File: src/hw/rtl/tcpu_pkg.sv
// Shared definitions for the toy CPU execute unit: widths, opcode codes
// and the operand decode. No dependencies.
`default_nettype none

package tcpu_pkg;

    localparam int DATA_WIDTH = 8;
    localparam int PC_WIDTH   = 8;
    localparam int INS_WIDTH  = 8;
    localparam int RF_DEPTH   = 16;
    localparam int DM_DEPTH   = 4;
    localparam int RF_AW      = $clog2(RF_DEPTH);
    localparam int DM_AW      = $clog2(DM_DEPTH);
    localparam int OUT_WIDTH  = PC_WIDTH + 1 + RF_AW + DATA_WIDTH + 1 + DM_AW;

    typedef enum logic [3:0] {
        OP_ADD   = 4'h0,
        OP_SUB   = 4'h1,
        OP_MOV   = 4'h2,
        OP_LOAD  = 4'h3,
        OP_STORE = 4'h4,
        OP_LOADI = 4'h5,
        OP_JMP   = 4'h6,
        OP_JZ    = 4'h7,
        OP_INC   = 4'h8,
        OP_DEC   = 4'h9,
        OP_AND   = 4'hA,
        OP_OR    = 4'hB,
        OP_NOP   = 4'hC
    } t_op;

    // Jumps, INC, DEC and NOP take a 4-bit dest; everything else bits 3:2.
    function automatic logic [RF_AW-1:0] tcpu_dest(input logic [INS_WIDTH-1:0] ins);
        logic [3:0] op;
        op = ins[7:4];
        if (op == OP_JMP || op == OP_JZ || op == OP_INC || op == OP_DEC || op == OP_NOP) begin
            return ins[3:0];
        end
        return {2'b00, ins[3:2]};
    endfunction

endpackage

`default_nettype wire

File: src/hw/rtl/tcpu_ram.sv
// Generic RAM: one write port, two read ports with registered read data.
// No dependencies.
`default_nettype none

module tcpu_ram #(
    parameter int WIDTH = 8,
    parameter int DEPTH = 16
) (
    input  wire                     i_clk,
    input  wire                     i_wr_en,
    input  wire [$clog2(DEPTH)-1:0] i_wr_addr,
    input  wire [WIDTH-1:0]         i_wr_data,
    input  wire                     i_rd_en,
    input  wire [$clog2(DEPTH)-1:0] i_rd_addr_a,
    input  wire [$clog2(DEPTH)-1:0] i_rd_addr_b,
    output logic [WIDTH-1:0]        o_rd_data_a,
    output logic [WIDTH-1:0]        o_rd_data_b
);

    logic [WIDTH-1:0] r_mem [DEPTH];

    always_ff @(posedge i_clk) begin
        if (i_wr_en) begin
            r_mem[i_wr_addr] <= i_wr_data;
        end
        if (i_rd_en) begin
            o_rd_data_a <= r_mem[i_rd_addr_a];
            o_rd_data_b <= r_mem[i_rd_addr_b];
        end
    end

endmodule

`default_nettype wire

File: src/hw/rtl/toy_cpu_instruction_execute_unit.sv
// Toy CPU execute unit: one instruction byte in, one status transfer out.
// Depends on tcpu_pkg and tcpu_ram.
`default_nettype none

// One instruction per cycle, sustained while the output is not held off.
// An accepted instruction reads its dest and src registers from the register
// file RAM at the accept edge, is executed once the output register can take
// it (ALU, PC, Z and writeback), and its result is captured in the output
// register at the end of the execute cycle. The input stalls only while both
// the instruction register and the output register are full and the output
// is held off. A result of the instruction ahead is bypassed into the
// operands, so dependent instructions may follow back to back. The register
// file and data words read as zero after reset; there is no clearing pass.
module toy_cpu_instruction_execute_unit
    import tcpu_pkg::*;
(
    input  wire                  i_clk,
    input  wire                  i_rst_n,
    input  wire                  s_axis_tvalid,
    output logic                 s_axis_tready,
    input  wire [INS_WIDTH-1:0]  s_axis_tdata,   // [7:0] instruction
    output logic                 m_axis_tvalid,
    input  wire                  m_axis_tready,
    // [7:0] next_pc, [8] zero_flag, [12:9] dest_index, [20:13] dest_value,
    // [21] store_done, [23:22] store_index
    output logic [OUT_WIDTH-1:0] m_axis_tdata
);

    logic                  s_acc, adv, exe;
    logic                  r_ins_vld;
    logic [INS_WIDTH-1:0]  r_ins;
    logic [RF_AW-1:0]      rd_dest, rd_src;
    logic [RF_DEPTH-1:0]   r_rf_vld;
    logic                  r_vld_d, r_vld_s, r_byp_d, r_byp_s;
    logic [DATA_WIDTH-1:0] r_byp_val;
    logic [DATA_WIDTH-1:0] ram_a, ram_b;
    logic [DATA_WIDTH-1:0] r_dm [DM_DEPTH];
    logic [PC_WIDTH-1:0]   r_pc;
    logic                  r_z;
    logic                  r_out_vld;
    logic [OUT_WIDTH-1:0]  r_out;

    logic [RF_AW-1:0]      dest;
    logic [DM_AW-1:0]      src;
    t_op                   op;
    logic [DATA_WIDTH-1:0] a, b, res;
    logic                  wr_en, st_en, jump;
    logic [PC_WIDTH-1:0]   n_pc;
    logic                  n_z;

    assign adv           = !r_out_vld || m_axis_tready;
    assign exe           = r_ins_vld && adv;
    assign s_axis_tready = !r_ins_vld || adv;
    assign s_acc         = s_axis_tvalid && s_axis_tready;

    assign rd_dest = tcpu_dest(s_axis_tdata);
    assign rd_src  = RF_AW'(s_axis_tdata[1:0]);

    tcpu_ram #(
        .WIDTH(DATA_WIDTH),
        .DEPTH(RF_DEPTH)
    ) u_rf (
        .i_clk       (i_clk),
        .i_wr_en     (wr_en),
        .i_wr_addr   (dest),
        .i_wr_data   (res),
        .i_rd_en     (s_acc),
        .i_rd_addr_a (rd_dest),
        .i_rd_addr_b (rd_src),
        .o_rd_data_a (ram_a),
        .o_rd_data_b (ram_b)
    );

    // Operand fetch side: bypass the write landing on the same edge.
    always_ff @(posedge i_clk) begin
        if (s_acc) begin
            r_ins     <= s_axis_tdata;
            r_vld_d   <= r_rf_vld[rd_dest];
            r_vld_s   <= r_rf_vld[rd_src];
            r_byp_d   <= wr_en && (dest == rd_dest);
            r_byp_s   <= wr_en && (dest == rd_src);
            r_byp_val <= res;
        end
    end

    always_ff @(posedge i_clk) begin
        if (!i_rst_n) begin
            r_ins_vld <= 1'b0;
        end else if (s_acc) begin
            r_ins_vld <= 1'b1;
        end else if (exe) begin
            r_ins_vld <= 1'b0;
        end
    end

    assign dest = tcpu_dest(r_ins);
    assign src  = r_ins[1:0];
    assign op   = t_op'(r_ins[7:4]);
    assign a    = r_byp_d ? r_byp_val : (r_vld_d ? ram_a : '0);
    assign b    = r_byp_s ? r_byp_val : (r_vld_s ? ram_b : '0);

    always_comb begin
        res   = a;
        wr_en = 1'b0;
        st_en = 1'b0;
        jump  = 1'b0;
        unique case (op)
            OP_ADD:   begin res = a + b;               wr_en = exe; end
            OP_SUB:   begin res = a - b;               wr_en = exe; end
            OP_MOV:   begin res = b;                   wr_en = exe; end
            OP_LOAD:  begin res = r_dm[src];           wr_en = exe; end
            OP_STORE: begin st_en = 1'b1; end
            OP_LOADI: begin res = DATA_WIDTH'(src);    wr_en = exe; end
            OP_JMP:   begin jump = 1'b1; end
            OP_JZ:    begin jump = r_z; end
            OP_INC:   begin res = a + DATA_WIDTH'(1);  wr_en = exe; end
            OP_DEC:   begin res = a - DATA_WIDTH'(1);  wr_en = exe; end
            OP_AND:   begin res = a & b;               wr_en = exe; end
            OP_OR:    begin res = a | b;               wr_en = exe; end
            default:  begin end
        endcase
    end

    always_comb begin
        if (jump) begin
            n_pc = PC_WIDTH'(dest);
            n_z  = r_z;
        end else begin
            n_pc = r_pc + PC_WIDTH'(1);
            n_z  = (res == '0);
        end
    end

    always_ff @(posedge i_clk) begin
        if (!i_rst_n) begin
            r_pc     <= '0;
            r_z      <= 1'b0;
            r_rf_vld <= '0;
            for (int i = 0; i < DM_DEPTH; i++) begin
                r_dm[i] <= '0;
            end
        end else if (exe) begin
            r_pc <= n_pc;
            r_z  <= n_z;
            if (wr_en) begin
                r_rf_vld[dest] <= 1'b1;
            end
            if (st_en) begin
                r_dm[src] <= a;
            end
        end
    end

    always_ff @(posedge i_clk) begin
        if (!i_rst_n) begin
            r_out_vld <= 1'b0;
        end else if (exe) begin
            r_out_vld <= 1'b1;
        end else if (m_axis_tready) begin
            r_out_vld <= 1'b0;
        end
    end

    always_ff @(posedge i_clk) begin
        if (exe) begin
            r_out <= {(st_en ? src : DM_AW'(0)), st_en, res, dest, n_z, n_pc};
        end
    end

    assign m_axis_tvalid = r_out_vld;
    assign m_axis_tdata  = r_out;

endmodule

`default_nettype wire

File: config.mk
export PLATFORM = sky130hd
export DESIGN_NAME = toy_cpu_instruction_execute_unit
export DESIGN_NICKNAME = d
export VERILOG_FILES = /design/src/hw/rtl/tcpu_pkg.sv /design/src/hw/rtl/tcpu_ram.sv /design/src/hw/rtl/toy_cpu_instruction_execute_unit.sv
export SDC_FILE = /design/constraint.sdc
export NUM_CORES = 1
export LEC_CHECK = 0
export BUFFER_PORTS_ARGS = -buffer_cell sky130_fd_sc_hd__buf_4
export CORE_MARGIN = 2
export CORE_UTILIZATION = 62
export CTS_CLUSTER_DIAMETER = 80
export CTS_CLUSTER_SIZE = 25
export DETAILED_ROUTE_END_ITERATION = 10
export HOLD_SLACK_MARGIN = 0.08
export PLACE_DENSITY = 0.8
export SETUP_SLACK_MARGIN = 0.5
export SLEW_MARGIN = 10
export SYNTH_ARGS = -nofsm -noshare
export SYNTH_HDL_FRONTEND = slang
export SYNTH_SLANG_ARGS = --single-unit
File: constraint.sdc
create_clock -name i_clk -period 5.19 [get_ports i_clk]
set_input_delay 1.2975 -clock i_clk [delete_from_list [all_inputs] [get_ports i_clk]]
set_output_delay 1.2975 -clock i_clk [all_outputs]
set_load 0.01 [all_outputs]
==> impl_metrics.yaml <==
run_status:
  status: "completed"
setup_path:
  crit_fanout: 19
  slowest_stage: "or4_4"
  rrSetupSlack_ns: 0.94
  arrival_ns: 4.56
  critPathKind: "reg2reg"
  r2r_end: "m_axis_tdata[8]"
  critPathCaptureType: "flip-flop"
  reg2reg_depth: 16
  rr_startpoint: "r_ins[5]"
  critPathRequiredTime_ns: 5.50
  path_cells: "buf_4, inv_1, nand2_1, nor2_1, nor2_1, o22ai_1, a22oi_1, ha_1, o21ai_0, a21oi_1, o21a_1, nor3_1, nor3_1, o32a_2, or4_4, o21ai_0"
  worstSetupStartpointType: "flip-flop"
  cp_slowest_stage_delay_ns: 0.59
clock_tree:
  cts_tree: "yes"
  clock_sinks: 249
  path_clk_slew_ns: 0.10
  cts_root_buf: "clkbuf_16"
  cts_made_buffers: 13
  cts-resized-gates: 0
  clock_latency_ns: 0.47
  cts_hold_buffers: 0
  h-tree-depth: 1
  cts_max_path_buffers: 3
  postCtsSetupRepairBufs: 0
timing:
  rsz0062_at_grt: "false"
  skew_ns: 0.0183
  relSlewSlack_pct: 35.8
  final_hold_viol_count: 0
  max_freq_ghz: 0.235
  finalCritPeriodShare_pct: 81.8
  setup_viol: 0
  final.setup.tns_ns: 0
  setup_slack_ns: 0.943
  min_period_ns: 4.25
  drv_slew: 0
  tightest_slew_ns: 0.960
layout:
  layout-drive-gt1-share_pct: 16.7
  antenna_cells: 0
  fillers: 1163
  final_cell_area_mm2: 0.0119
  fin_cells: 1028
  mostFrequentLayoutCells: "edfxtp_1 (220), nor2_1 (81), nand2_1 (78)"
  area_delta_synth_final_pct: 7.63
  finalNetCount: 820
  layout_commonest_cell: "edfxtp_1"
global_routing:
  grt_pass1_vias: 6727
  track_usage_pct: 27.5
  grt_max_degree: 35
  overflow: 0
  grt_pass1_wl_um: 38000
  antenna_found_initial: 0
placed_design:
  gp_congestion: 0.914
  port_buffers: 37
  placed_area_mm2: 0.0116
  dp_hpwl_um: 17000
  dpl_worst_slack_ns: 0.814
  dp.cells: 1008
synth:
  syn-num-nets: 784
  synthFlopType: "edfxtp_1"
  yosysWarnings: 0
  ys_types: 67
  ys_async_sr_fraction_pct: 0
  synth-seq-cells: 249
  synth_area_per_cell_um2: 14.6
  synth_seq_area_share_pct: 64.8
  synthesis.instances: 762
  synth-edff-count: 220
  synth_area_mm2: 0.0111
die:
  start_util_pct: 63.7
  die_h_um: 138
  ios: 38
  core-area_mm2: 0.0174
  row_count: 48
  die_area_mm2: 0.0190
  die_w_um: 138
run:
  drv_cap: 0
routing:
  post_drt_wl_per_cell_um: 24.3
  via_per_inst: 6.52
  wirelength_um: 25000
  firstDrtPassIters: 5
  drc: 0
  drtIter0Drc: 617
  vias: 6707
  ant_nets: 0
pwr:
  internal-power_uw: 2990
  swShare_pct: 24.7
  power_frac_comb_pct: 14.9
  finalPower_uw: 3970
  power.share.sequential_pct: 58.9
  power_density_mw_per_mm2: 333
  p_leak_uw: 0.00412
  p_sw_uw: 981
  peakVddDrop_v: 0.000293
  clock_power_share_pct: 26.3
hold_path:
  min_to: "r_rf_vld[4]"
  hold_depth: 1
  hold_path_class: "reg2reg"
  min-delay-start: "r_rf_vld[4]"
-- stage by stage --
stage	utilization (%)	hold WS (ns)
finish	68.6	0.484
detailed placement	66.5	0.453
CTS	68.6	0.484
global placement	66.5	0.442
floorplan	-	0.435
global route	68.6	0.503
-- power by group through the flow --
stage	clock network, µW	logic, µW	registers [µW]
floorplan	0	386	2370
global placement	0	570	2380
detailed placement	0	584	2380
CTS	1060	587	2340
global route	1120	636	2350
finish	1040	590	2340
-- cell families (layout without fill, tap and decap cells) --
| family | count (synthesis) | in the layout | synth area share (%) |
|---|---|---|---|
| adders and majority gates | 10 | 10 | 1.20 |
| AOI/OAI and AO/OA | 147 | 147 | 9.20 |
| xor gates and xnor gates | 19 | 19 | 1.50 |
| DFF | 249 | 249 | 64.8 |
| buffers and inverters | 52 | 93 | 2.62 |
| and+or+nand+nor | 224 | 224 | 8.99 |
| muxes | 61 | 61 | 11.7 |
-- per-layer routing --
| metal | share of wire (%) | vias to the layer above | GRT usage [%] |
|---|---|---|---|
| li1 | - | 2996 | - |
| met1 | 38 | 3340 | 35.5 |
| met2 | 52 | 312 | 47.8 |
| met3 | 6.7 | 59 | 4.01 |
| met4 | 3.5 | 0 | 9.81 |
| met5 | 0 | - | 0 |
-- synth_stat cells, types with 11 or more instances --
cell,number,area share (%)
a21oi_1,22,0.99
a22oi_1,11,0.74
a31oi_1,13,0.73
and2_1,12,0.68
clkbuf_1,15,0.51
dfxtp_1,29,5.2
edfxtp_1,220,60
inv_1,16,0.54
mux4_2,47,9.5
nand2_1,78,2.6
nor2_1,81,2.7
nor3_1,14,0.63
o21a_1,20,1.4
o21ai_0,27,1.2
-- area by class of cell --
class | instances | area, µm² | area share (%)
Tap cell | 225 | 282 | 2.36
Timing Repair Buffer | 55 | 413 | 3.46
Clock buffer | 20 | 352 | 2.94
Inverter | 18 | 67.6 | 0.566
Sequential cell | 249 | 7190 | 60.2
Multi-Input combinational cell | 461 | 3640 | 30.5
-- state kept, by name (all words and copies together), names as in the netlist, named ones only --
register and flops:
r_rf_vld 16, m_axis_tvalid 1, r_pc 8, m_axis_tdata 24, r_byp_val 8, u_rf.r_mem 128
r_dm 32, r_byp_d 1, u_rf.o_rd_data_b 8, r_vld_d 1, r_ins_vld 1, r_vld_s 1
r_byp_s 1, r_z 1, u_rf.o_rd_data_a 8, r_ins 8
-- worst max-delay path, delay by kind of cell (launching register included) --
kind / cells / cell delay, ns
and+or+nand+nor: 6 / 1.42
adders and majority gates: 1 / 0.36
buffers and inverters: 2 / 0.50
AOI/OAI and AO/OA: 7 / 1.42
DFF: 1 / 0.38
-- worst max path at each step --
stage                   from               to  slack [ns]  depth (start not counted)
CTS                  r_byp_s  m_axis_tdata[8]        0.78                         16
floorplan            r_byp_s  m_axis_tdata[8]        1.13                         15
detailed placement   r_byp_s  m_axis_tdata[8]        0.81                         16
global placement     r_byp_s              r_z        0.89                         16
finish              r_ins[5]  m_axis_tdata[8]        0.94                         16
global route        r_ins[5]  m_axis_tdata[8]        0.59                         16
(Power assumes the default switching activity.)
